===== src/sv/pidaw_pkg.sv =====
// Package: shared constants, types and codes for the PID controller block.
package pidaw_pkg;

  localparam int VALUE_WIDTH_DEF   = 32;
  localparam int FRACTION_BITS_DEF = 16;
  localparam int TIME_WIDTH_DEF    = 24;

  localparam int MICROS_PER_SECOND = 1000000;
  localparam int TRAPEZOID_DIVISOR = 2;
  localparam int CFG_INDEX_WIDTH   = 3;

  typedef enum logic [CFG_INDEX_WIDTH-1:0] {
    REG_KP              = 3'd0,
    REG_INTEGRAL_TIME   = 3'd1,
    REG_DERIVATIVE_TIME = 3'd2,
    REG_UPPER_LIMIT     = 3'd3,
    REG_LOWER_LIMIT     = 3'd4,
    REG_ANTI_WINDUP     = 3'd5
  } cfg_index_t;

  typedef enum logic [3:0] {
    ST_IDLE,
    ST_P_MUL,
    ST_KD_MUL,
    ST_D_DIV,
    ST_CORR,
    ST_X_MUL,
    ST_I_DIV,
    ST_I_UPD,
    ST_DRIVE,
    ST_OUT
  } state_t;

  // Request to the shared serial divider.
  typedef struct packed {
    logic start;
    logic neg;
  } div_ctl_t;

endpackage


===== src/sv/pidaw_div.sv =====
// Shared restoring divider: one quotient bit per cycle, rounds ties away, saturates.
module pidaw_div #(
  parameter int VALUE_WIDTH = pidaw_pkg::VALUE_WIDTH_DEF,
  parameter int NUM_WIDTH   = 128,
  parameter int DEN_WIDTH   = 64
) (
  input  logic                          clk,
  input  logic                          rst,
  input  pidaw_pkg::div_ctl_t           ctl,
  input  logic [NUM_WIDTH-1:0]          num,
  input  logic [DEN_WIDTH-1:0]          den,
  output logic                          done,
  output logic signed [VALUE_WIDTH-1:0] quo
);
  import pidaw_pkg::*;

  localparam int CW = $clog2(NUM_WIDTH + 1);
  localparam logic [NUM_WIDTH-1:0] VMAX_U =
    {{(NUM_WIDTH-VALUE_WIDTH+1){1'b0}}, {(VALUE_WIDTH-1){1'b1}}};

  logic [NUM_WIDTH-1:0] nreg;
  logic [NUM_WIDTH-1:0] q;
  logic [DEN_WIDTH:0]   r;
  logic [DEN_WIDTH-1:0] d;
  logic [CW-1:0]        cnt;
  logic                 busy;
  logic                 neg;
  logic [DEN_WIDTH:0]   r_sh;
  logic [DEN_WIDTH:0]   r_sub;
  logic [NUM_WIDTH-1:0] q_rnd;
  logic [NUM_WIDTH-1:0] lim;
  logic [DEN_WIDTH:0]   r_dbl;

  assign r_sh  = {r[DEN_WIDTH-1:0], nreg[NUM_WIDTH-1]};
  assign r_sub = r_sh - {1'b0, d};
  assign r_dbl = {r[DEN_WIDTH-1:0], 1'b0};
  assign q_rnd = q + ((r_dbl >= {1'b0, d}) ? NUM_WIDTH'(1) : NUM_WIDTH'(0));
  assign lim   = neg ? VMAX_U + NUM_WIDTH'(1) : VMAX_U;

  always_ff @(posedge clk) begin
    if (rst) begin
      busy <= 1'b0;
      done <= 1'b0;
    end else begin
      done <= 1'b0;
      if (ctl.start) begin
        busy <= 1'b1;
        cnt  <= CW'(NUM_WIDTH);
      end else if (busy) begin
        cnt <= cnt - CW'(1);
        if (cnt == CW'(1)) begin
          busy <= 1'b0;
          done <= 1'b1;
        end
      end
    end
  end

  always_ff @(posedge clk) begin
    if (ctl.start) begin
      nreg <= num;
      d    <= den;
      neg  <= ctl.neg;
      q    <= '0;
      r    <= '0;
    end else if (busy) begin
      nreg <= {nreg[NUM_WIDTH-2:0], 1'b0};
      if (!r_sub[DEN_WIDTH]) begin
        r <= r_sub;
        q <= {q[NUM_WIDTH-2:0], 1'b1};
      end else begin
        r <= r_sh;
        q <= {q[NUM_WIDTH-2:0], 1'b0};
      end
    end
  end

  always_comb begin
    if (q_rnd > lim) begin
      quo = neg ? {1'b1, {(VALUE_WIDTH-1){1'b0}}} : {1'b0, {(VALUE_WIDTH-1){1'b1}}};
    end else begin
      quo = neg ? -q_rnd[VALUE_WIDTH-1:0] : q_rnd[VALUE_WIDTH-1:0];
    end
  end

endmodule


===== src/sv/pidaw_mul.sv =====
// Shift-add multiplier: one multiplier bit per cycle, unsigned magnitudes.
module pidaw_mul #(
  parameter int A_WIDTH = 64,
  parameter int B_WIDTH = 64
) (
  input  logic                       clk,
  input  logic                       rst,
  input  logic                       start,
  input  logic [A_WIDTH-1:0]         a,
  input  logic [B_WIDTH-1:0]         b,
  output logic                       done,
  output logic [A_WIDTH+B_WIDTH-1:0] prod
);
  localparam int CW = $clog2(B_WIDTH + 1);

  logic [A_WIDTH+B_WIDTH-1:0] acc;
  logic [A_WIDTH+B_WIDTH-1:0] sh;
  logic [B_WIDTH-1:0]         mb;
  logic [CW-1:0]              cnt;
  logic                       busy;

  assign prod = acc;

  always_ff @(posedge clk) begin
    if (rst) begin
      busy <= 1'b0;
      done <= 1'b0;
    end else begin
      done <= 1'b0;
      if (start) begin
        busy <= 1'b1;
        cnt  <= CW'(B_WIDTH);
      end else if (busy) begin
        cnt <= cnt - CW'(1);
        if (cnt == CW'(1)) begin
          busy <= 1'b0;
          done <= 1'b1;
        end
      end
    end
  end

  always_ff @(posedge clk) begin
    if (start) begin
      acc <= '0;
      sh  <= {{B_WIDTH{1'b0}}, a};
      mb  <= b;
    end else if (busy) begin
      if (mb[0]) acc <= acc + sh;
      sh <= {sh[A_WIDTH+B_WIDTH-2:0], 1'b0};
      mb <= {1'b0, mb[B_WIDTH-1:1]};
    end
  end

endmodule


===== src/sv/pid_controller_antiwindup.sv =====
// Top level: PID controller with trapezoidal integral and back-calculation anti-windup.
//
// Channels: input items (func, measurement, setpoint, elapsed_us) on in_valid /
// in_ready; results (drive, proportional, integral, derivative, correction) on
// out_valid / out_ready. A transfer happens when valid and ready are both high.
// A shutdown item (func = 1) clears history and the integral and yields no result.
// Configuration: cfg_we, cfg_index, cfg_data; write only while idle. A write to a
// known index also clears the error/correction history.
// Sequencing: one item at a time. Each product/quotient term runs the bit-serial
// 64-bit multiplier and then the shared 128-bit divider; the derivative and
// integral quotients need a second multiply for the constant scale.
// Next item: accepted in the cycle after the result transfer, once back in idle.
// Reset: synchronous; loads kp = 1.0 and clears the other settings, the history,
// the integral, out_valid, the phase and the state. Working and result registers
// are not reset.
// Stall: a finished result waits in the output register until taken; no input is
// accepted meanwhile.
module pid_controller_antiwindup #(
  parameter int VALUE_WIDTH   = pidaw_pkg::VALUE_WIDTH_DEF,
  parameter int FRACTION_BITS = pidaw_pkg::FRACTION_BITS_DEF,
  parameter int TIME_WIDTH    = pidaw_pkg::TIME_WIDTH_DEF
) (
  input  logic                          clk,
  input  logic                          rst,
  input  logic                          cfg_we,
  input  logic [pidaw_pkg::CFG_INDEX_WIDTH-1:0] cfg_index,
  input  logic [VALUE_WIDTH-1:0]        cfg_data,
  input  logic                          in_valid,
  output logic                          in_ready,
  input  logic                          func,
  input  logic signed [VALUE_WIDTH-1:0] measurement,
  input  logic signed [VALUE_WIDTH-1:0] setpoint,
  input  logic [TIME_WIDTH-1:0]         elapsed_us,
  output logic                          out_valid,
  input  logic                          out_ready,
  output logic signed [VALUE_WIDTH-1:0] drive,
  output logic signed [VALUE_WIDTH-1:0] proportional,
  output logic signed [VALUE_WIDTH-1:0] integral,
  output logic signed [VALUE_WIDTH-1:0] derivative,
  output logic signed [VALUE_WIDTH-1:0] correction
);
  import pidaw_pkg::*;

  localparam int VW = VALUE_WIDTH;
  localparam int WW = VW + 4;              // wide sums before clamping
  localparam int MW = 2 * VW;              // multiplier operand width
  localparam int PW = 2 * MW;              // product / dividend width
  localparam logic signed [WW-1:0] VMAX_W = WW'({1'b0, {(VW-1){1'b1}}});
  localparam logic signed [WW-1:0] VMIN_W = -VMAX_W - WW'(1);
  localparam logic [MW-1:0] MEGA = MW'(MICROS_PER_SECOND);
  localparam logic [MW-1:0] TWO_MEGA = MW'(TRAPEZOID_DIVISOR * MICROS_PER_SECOND);

  // Configuration registers.
  logic signed [VW-1:0] kp, upper_limit, lower_limit;
  logic [VW-2:0]        integral_time, derivative_time;
  logic                 anti_windup;

  // Controller state.
  logic                 have_previous;
  logic signed [VW-1:0] previous_error, previous_correction, integral_sum;

  // Per-item working registers.
  logic signed [VW-1:0] err, p, d, corr, kd;
  logic signed [VW+1:0] x;      // difference of three terms, needs two extra bits
  logic signed [VW:0]   de;
  logic [TIME_WIDTH-1:0] el;
  logic [MW-1:0]        den_r;  // Ti * 2e6 for the integral quotient
  logic [1:0]           phase;  // sub-step of a term: product, divide wait, second product
  state_t               state, state_next;

  // Derived combinational values.
  logic signed [VW-1:0] hi, lo;
  logic                 limiting, aw;
  logic signed [VW:0]   err_raw;
  logic signed [VW-1:0] err_sat;
  logic signed [WW-1:0] sum_w, isum_w, drive_w;
  logic signed [VW:0]   esum;

  // Serial units.
  logic                 m_start, m_done;
  logic [MW-1:0]        m_a, m_b;
  logic [PW-1:0]        m_prod;
  div_ctl_t             dctl;
  logic [PW-1:0]        d_num;
  logic [MW-1:0]        d_den;
  logic                 d_done;
  logic signed [VW-1:0] d_quo;
  logic                 sign_r;

  pidaw_mul #(.A_WIDTH(MW), .B_WIDTH(MW)) u_mul (
    .clk(clk), .rst(rst), .start(m_start), .a(m_a), .b(m_b),
    .done(m_done), .prod(m_prod)
  );

  pidaw_div #(.VALUE_WIDTH(VW), .NUM_WIDTH(PW), .DEN_WIDTH(MW)) u_div (
    .clk(clk), .rst(rst), .ctl(dctl), .num(d_num), .den(d_den),
    .done(d_done), .quo(d_quo)
  );

  function automatic logic [MW-1:0] mag_w(input logic signed [VW+1:0] v);
    logic [VW+1:0] u;
    u = v[VW+1] ? -v : v;
    return MW'(u);
  endfunction

  function automatic logic signed [VW-1:0] clampv(input logic signed [WW-1:0] v,
                                                  input logic lim,
                                                  input logic signed [VW-1:0] h,
                                                  input logic signed [VW-1:0] l);
    logic signed [WW-1:0] hw, lw;
    hw = lim ? WW'(h) : VMAX_W;
    lw = lim ? WW'(l) : VMIN_W;
    if (v > hw) return hw[VW-1:0];
    if (v < lw) return lw[VW-1:0];
    return v[VW-1:0];
  endfunction

  assign hi       = (upper_limit > lower_limit) ? upper_limit : lower_limit;
  assign lo       = (upper_limit > lower_limit) ? lower_limit : upper_limit;
  assign limiting = (hi != lo);
  assign aw       = anti_windup && limiting;
  assign err_raw  = (VW+1)'(setpoint) - (VW+1)'(measurement);
  assign err_sat  = (err_raw > (VW+1)'(VMAX_W)) ? VMAX_W[VW-1:0] :
                    (err_raw < (VW+1)'(VMIN_W)) ? VMIN_W[VW-1:0] : err_raw[VW-1:0];
  assign sum_w    = WW'(p) + WW'(integral_sum) + WW'(d);
  assign isum_w   = WW'(integral_sum) + WW'(d_quo);
  assign drive_w  = sum_w;
  assign esum     = (VW+1)'(err) + (VW+1)'(previous_error);

  assign in_ready = (state == ST_IDLE);

  // Which operands feed the serial units in each state.
  logic signed [VW+1:0] mul_x, mul_y;
  logic [MW-1:0]        div_den;
  always_comb begin
    mul_x   = (VW+2)'(kp);
    mul_y   = (VW+2)'(err);
    div_den = MW'(1) << FRACTION_BITS;
    case (state)
      ST_P_MUL:  begin mul_y = (VW+2)'(err); end
      ST_KD_MUL: begin mul_y = (VW+2)'($signed({1'b0, derivative_time})); end
      ST_D_DIV:  begin mul_x = (VW+2)'(kd); mul_y = (VW+2)'(de);
                   div_den = MW'(el) << FRACTION_BITS; end
      ST_X_MUL:  begin mul_y = (VW+2)'(esum); end
      ST_I_DIV:  begin mul_x = x; mul_y = (VW+2)'($signed({1'b0, el}));
                   div_den = den_r; end
      default:   begin end
    endcase
  end

  // Integral term: Ti * 2e6 first, then |x| * elapsed. Derivative term:
  // |kd| * |de| first, then that product times 1e6.
  always_comb begin
    m_a = mag_w(mul_x);
    m_b = mag_w(mul_y);
    if (state == ST_I_DIV && phase == 2'd0) begin
      m_a = MW'(integral_time);
      m_b = TWO_MEGA;
    end else if (state == ST_D_DIV && phase == 2'd1) begin
      m_a = m_prod[MW-1:0];
      m_b = MEGA;
    end
  end

  // Sequencer: each term runs phase 0 (multiply), 1 (multiply wait), optionally
  // 3 (second multiply), then 2 (divide wait).
  always_ff @(posedge clk) begin
    if (rst) begin
      state <= ST_IDLE;
    end else begin
      state <= state_next;
    end
  end

  logic term_done;
  logic two_mul;
  assign term_done = (phase == 2'd2) && d_done;
  assign two_mul   = (state == ST_D_DIV) || (state == ST_I_DIV);

  always_comb begin
    state_next = state;
    m_start    = 1'b0;
    dctl.start = 1'b0;
    dctl.neg   = sign_r;
    d_num      = m_prod;
    d_den      = div_den;
    case (state)
      ST_IDLE: begin
        if (in_valid && !func) state_next = ST_P_MUL;
      end
      ST_P_MUL, ST_KD_MUL, ST_D_DIV, ST_X_MUL, ST_I_DIV: begin
        m_start = (phase == 2'd0);
        if (phase == 2'd1 && m_done) begin
          if (two_mul) m_start = 1'b1;
          else dctl.start = 1'b1;
        end
        if (phase == 2'd3 && m_done) begin
          dctl.start = 1'b1;
          if (state == ST_I_DIV) d_num = m_prod << FRACTION_BITS;
        end
        if (term_done) begin
          case (state)
            ST_P_MUL:  state_next = (have_previous && derivative_time != '0 && el != '0)
                                    ? ST_KD_MUL : ST_CORR;
            ST_KD_MUL: state_next = ST_D_DIV;
            ST_D_DIV:  state_next = ST_CORR;
            ST_X_MUL:  state_next = ST_I_DIV;
            ST_I_DIV:  state_next = ST_I_UPD;
            default:   state_next = ST_IDLE;
          endcase
        end
      end
      ST_CORR: begin
        state_next = (have_previous && integral_time != '0 && el != '0) ? ST_X_MUL : ST_DRIVE;
      end
      ST_I_UPD: state_next = ST_DRIVE;
      ST_DRIVE: state_next = ST_OUT;
      ST_OUT:   if (out_ready) state_next = ST_IDLE;
      default:  state_next = ST_IDLE;
    endcase
  end

  // Phase counter and sign of the running term.
  always_ff @(posedge clk) begin
    if (rst) begin
      phase <= 2'd0;
    end else if (state_next != state) begin
      phase <= 2'd0;
    end else if (phase == 2'd0 && m_start) begin
      phase <= 2'd1;
    end else if (phase == 2'd1 && m_done) begin
      phase <= two_mul ? 2'd3 : 2'd2;
    end else if (phase == 2'd3 && m_done) begin
      phase <= 2'd2;
    end
  end

  always_ff @(posedge clk) begin
    if (m_start && phase == 2'd0) sign_r <= mul_x[VW+1] ^ mul_y[VW+1];
    if (state == ST_I_DIV && phase == 2'd1 && m_done) den_r <= m_prod[MW-1:0];
  end

  // Datapath and state updates.
  always_ff @(posedge clk) begin
    if (rst) begin
      kp                  <= VW'(1) <<< FRACTION_BITS;
      integral_time       <= '0;
      derivative_time     <= '0;
      upper_limit         <= '0;
      lower_limit         <= '0;
      anti_windup         <= 1'b0;
      have_previous       <= 1'b0;
      previous_error      <= '0;
      previous_correction <= '0;
      integral_sum        <= '0;
      out_valid           <= 1'b0;
    end else begin
      if (cfg_we && cfg_index <= REG_ANTI_WINDUP) begin
        case (cfg_index)
          REG_KP:              kp              <= cfg_data;
          REG_INTEGRAL_TIME:   integral_time   <= cfg_data[VW-2:0];
          REG_DERIVATIVE_TIME: derivative_time <= cfg_data[VW-2:0];
          REG_UPPER_LIMIT:     upper_limit     <= cfg_data;
          REG_LOWER_LIMIT:     lower_limit     <= cfg_data;
          REG_ANTI_WINDUP:     anti_windup     <= cfg_data[0];
          default:             begin end
        endcase
        have_previous       <= 1'b0;
        previous_error      <= '0;
        previous_correction <= '0;
      end
      if (state == ST_IDLE && in_valid && func) begin
        have_previous       <= 1'b0;
        previous_error      <= '0;
        previous_correction <= '0;
        integral_sum        <= '0;
      end
      if (state == ST_I_DIV && term_done) begin
        integral_sum <= clampv(isum_w, limiting, hi, lo);
      end
      if (state == ST_DRIVE) begin
        drive               <= clampv(drive_w, limiting, hi, lo);
        proportional        <= p;
        integral            <= integral_sum;
        derivative          <= d;
        correction          <= corr;
        have_previous       <= 1'b1;
        previous_error      <= err;
        previous_correction <= corr;
        out_valid           <= 1'b1;
      end
      if (out_valid && out_ready) out_valid <= 1'b0;
    end
  end

  always_ff @(posedge clk) begin
    if (state == ST_IDLE && in_valid && !func) begin
      err  <= err_sat;
      el   <= elapsed_us;
      d    <= '0;
      corr <= '0;
    end
    if (term_done) begin
      case (state)
        ST_P_MUL:  p  <= d_quo;
        ST_KD_MUL: begin
          kd <= d_quo;
          de <= (VW+1)'(err) - (VW+1)'(previous_error);
        end
        ST_D_DIV:  d  <= d_quo;
        ST_X_MUL:  x  <= (VW+2)'(d_quo) - (VW+2)'(corr) - (VW+2)'(previous_correction);
        default:   begin end
      endcase
    end
    if (state == ST_CORR && aw) begin
      if (sum_w > WW'(hi)) corr <= clampv(sum_w - WW'(hi), 1'b0, hi, lo);
      else if (sum_w < WW'(lo)) corr <= clampv(sum_w - WW'(lo), 1'b0, hi, lo);
    end
  end

endmodule


===== config.mk =====
export PLATFORM = sky130hd
export DESIGN_NAME = pid_controller_antiwindup
export DESIGN_NICKNAME = d
export VERILOG_FILES = /design/src/sv/pidaw_pkg.sv /design/src/sv/pidaw_div.sv /design/src/sv/pidaw_mul.sv /design/src/sv/pid_controller_antiwindup.sv
export SDC_FILE = /design/constraint.sdc
export NUM_CORES = 2
export LEC_CHECK = 0
export ABC_CLOCK_PERIOD_IN_PS = 15700
export BUFFER_PORTS_ARGS = -buffer_cell sky130_fd_sc_hd__buf_2
export CAP_MARGIN = 40
export CORE_ASPECT_RATIO = 1.5
export CORE_MARGIN = 2
export CORE_UTILIZATION = 45
export CTS_CLUSTER_DIAMETER = 150
export DETAILED_ROUTE_END_ITERATION = 6
export HOLD_SLACK_MARGIN = 0.06
export MAX_ROUTING_LAYER = met4
export PLACE_DENSITY = 0.64
export SYNTH_ARGS = -nofsm -noshare
export SYNTH_HDL_FRONTEND = slang
export SYNTH_HIERARCHICAL = 1
export SYNTH_SLANG_ARGS = --single-unit

===== constraint.sdc =====
create_clock -name clk -period 15.7 [get_ports clk]
set_input_delay 3.14 -clock clk [delete_from_list [all_inputs] [get_ports clk]]
set_output_delay 3.14 -clock clk [all_outputs]
set_load 0.005 [all_outputs]

==> insert_results.sql <==
INSERT INTO impl_metrics (metric_group, metric, value, unit) VALUES
('status', 'outcome', 'complete, but fails checks', ''),
('status', 'violations_in_the_final_reports', 'antenna rules', ''),
('clock_network', 'clk_transition_reported_paths', '60', 'ps'),
('yosys', 'synth-async-reset-ratio', '0', ''),
('yosys', 'area_share_of_the_leading_cell_type_in_the_synthesized_netlist', '0.2340', ''),
('yosys', 'synth_enable_flop_cells', '748', ''),
('setup_path', 'crit-reg2reg-launch', 'u_div/d[26]', ''),
('clock_network', 'numCtsBuffers', '161', ''),
('clock_network', 'cts.hold.buffers_added', '0', ''),
('timing', 'rsz0062_at_grt', 'false', ''),
('timing', 'timing_worst_slew_pin_value', '1308', 'ps'),
('yosys', 'synth.top_cells.by_area', 'edfxtp_1 23%, dfxtp_1 15%, ha_1 8.6%', ''),
('setup_path', 'r2r-end', 'integral_sum[9]', ''),
('final_layout', 'finalNetCount', '11621', ''),
('grt', 'overflow', '0', ''),
('yosys', 'synth_area_leader_cell', 'edfxtp_1', ''),
('final_layout', 'layout-drive-gt1-share', '0.1188', ''),
('power', 'total_leakage_power', '0.04115', 'uW'),
('final_layout', 'area_delta_synth_final', '11.05', '%'),
('grt', 'via_count_of_the_first_global_routing_pass', '81330', ''),
('setup_path', 'cp_common_cell', 'ha_1', ''),
('timing', 'timing.fmax', '70.36', 'MHz'),
('yosys', 'seq_area_frac_synth', '0.3830', ''),
('grt', 'grt_first_pass_wirelength', '524600', 'um'),
('clock_network', 'max-clock-path-buffers', '4', ''),
('setup_path', 'timing.critical_path.to', 'integral_sum[9]', ''),
('setup_path', 'critPathCaptureType', 'flip-flop', ''),
('timing', 'timing.final.max_slew_violations', '0', ''),
('timing', 'maxSlewHeadroom', '0.1280', ''),
('grt', 'grt_antenna_before_repair', '30', ''),
('timing', 'hold_violations', '0', ''),
('setup_path', 'crit_path_max_fanout', '28', ''),
('drt', 'detailedRoute.firstIterationViolations', '7176', ''),
('setup_path', 'worst_r2r_path_depth', '54', ''),
('setup_path', 'r2r_setup_slack', '1490', 'ps'),
('clock_network', 'cts-root-buf', 'clkbuf_16', ''),
('power', 'vdd_ir_drop_max', '0.09516', 'mV'),
('place', 'place_hpwl', '275600', 'um'),
('yosys', 'synth_area', '96010', 'sq um'),
('clock_network', 'tritoncts', 'done', ''),
('flow_run', 'max_cap_viol_count', '0', ''),
('clock_network', 'cts.sink_count', '1463', ''),
('grt', 'grt_start_max_net_pins', '217', ''),
('grt', 'grt_usage', '0.3272', ''),
('yosys', 'synth_most_common_cell', 'nand2_1', ''),
('clock_network', 'h-tree-depth', '4', ''),
('setup_path', 'crit_slowest_cell', 'nor2_1', ''),
('drt', 'drt-wirelength-per-cell', '25.89', 'um'),
('die', 'rows', '207', ''),
('timing', 'finClkSkew', '76.59', 'ps'),
('setup_path', 'crit_path_start', 'u_div/d[26]', ''),
('clock_network', 'setup_bufs_post_cts', '0', ''),
('die', 'start_util', '0.4526', ''),
('drt', 'drt_pre_antenna_iters', '6', ''),
('power', 'power_density', '103.5', 'nW/um^2'),
('timing', 'finalSetupViolCount', '0', ''),
('setup_path', 'required', '16380', 'ps'),
('clock_network', 'clkLatencyLatePin', '840', 'ps'),
('setup_path', 'worstPathArrival', '14890', 'ps'),
('drt', 'postRouteWirelength', '355700', 'um'),
('setup_path', 'criticalPathCategory', 'reg -> reg', ''),
('drt', 'final_antenna_net_count', '1', ''),
('place', 'place_congestion', '1.014', ''),
('yosys', 'syn_inst', '10655', ''),
('yosys', 'number_of_flip_flops_and_latches_in_the_synthesized_netlist', '1463', ''),
('timing', 'post_layout_min_period', '14210', 'ps'),
('yosys', 'synth.top_cells.by_count', '1213 x nand2_1, 1027 x a21oi_1, 975 x nor2_1, 748 x edfxtp_1, 715 x dfxtp_1', ''),
('clock_network', 'ctsResizeCount', '0', ''),
('yosys', 'total_of_warnings_raised_by_yosys', '6', ''),
('yosys', 'postSynth.topFlopCell', 'edfxtp_1', ''),
('timing', 'timing.final.crit_share', '0.9053', '');
final cells by class:
type	count	area (sq um)	share of cell area
Antenna cell	33	82.58	0.0007745
Clock buffer	210	4508	0.04228
Clock inverter	76	878.3	0.008238
Inverter	436	1644	0.01542
Multi-Input combinational cell	8196	55720	0.5226
Sequential cell	1463	36780	0.3450
Tap cell	2821	3530	0.03310
Timing Repair Buffer	503	3475	0.03259
per-layer routing:
metal  global-route usage  part of all wire  vias up  wire length (um)
li1                     -                 -    38807                 -
met1               0.3673              0.38    40238            134700
met2               0.5559              0.49     3021            173700
met3              0.04062             0.060      910             21300
met4               0.1986             0.073        0             25940
met5                    -                 0        -                 0
cell usage in the layout (no fill, tap or decap), types with 100 or more instances in the layout:
master,Yosys,layout
a21oi_1,1027,1026
a21o_1,237,237
nand3_1,210,209
clkbuf_16,0,165
inv_1,436,433
buf_2,39,295
o21ai_0,434,432
xnor2_1,339,338
ha_1,659,659
mux2i_1,306,306
buf_4,2,171
mux2_2,385,385
a22o_1,100,100
and2_1,147,144
dfxtp_1,715,713
nor3_1,191,182
nor2_1,975,966
nand2_1,1213,1211
nor2b_1,105,105
nand4_1,221,221
xor2_1,176,176
edfxtp_1,748,748
worst min path at each step:
stage / from / to / depth (start not counted)
6_report: kp[3] / kp[3] / 2
5_1_grt: lower_limit[14] / lower_limit[14] / 2
4_1_cts: lower_limit[23] / lower_limit[23] / 2
3_5_place_dp: kp[6] / kp[6] / 2
3_3_place_gp: have_previous / have_previous / 1
2_1_floorplan: sign_r / u_div/neg / 0
state kept, by name, indices dropped and copies added (netlist names), 33 cells and up:
register,flops
u_div/d,64
de,33
u_mul/sh,128
u_mul/mb,64
u_div/q,128
u_div/nreg,128
u_div/r,64
u_mul/prod,128
den_r,64
x,34
per-stage QoR:
step / setup slack, ps / power (uW) / std cells / cell area (sq um) / utilization
after detailed placement: 935.5 / 7080 / 13414 / 101100 / 0.4766
after CTS: 863.7 / 11060 / 13700 / 106500 / 0.5020
after floorplan: 4121 / 6167 / 10685 / 96120 / -
final: 1487 / 11040 / 13738 / 106600 / 0.5026
after global placement: 1060 / 7041 / 13370 / 100400 / 0.4733
after global routing: 342.2 / 11460 / 13720 / 106600 / 0.5024
logic make-up (layout without fill, tap and decap cells):
group                    after synthesis  in the layout  synth area share
buffers and inverters               1026           1225           0.04074
other                                  1             64        0.00003906
adder cells (fa/ha/maj)              736            736            0.1014
multiplexers                         691            691           0.07706
AND/OR/NAND/NOR                     3562           3562            0.1737
AO/OA/AOI/OAI                       2661           2661            0.1770
XOR/XNOR                             515            515           0.04698
flip-flops                          1463           1463            0.3830
worst max-delay path, delay by kind of cell (launching register included):
kind	cells	cell delay, ps
compound gates	22	5280
buf+inv	4	820
xor+xnor	2	620
flops	1	320
simple gates	19	4680
fa+ha+maj	7	2230
power breakdown:
group          switching [uW]  internal (uW)  leakage [uW]
clock network            1680           2300       0.00261
registers                 308           4210        0.0127
logic                    1600            936        0.0258
total                    3590           7450        0.0411
(Power assumes the default switching activity.)
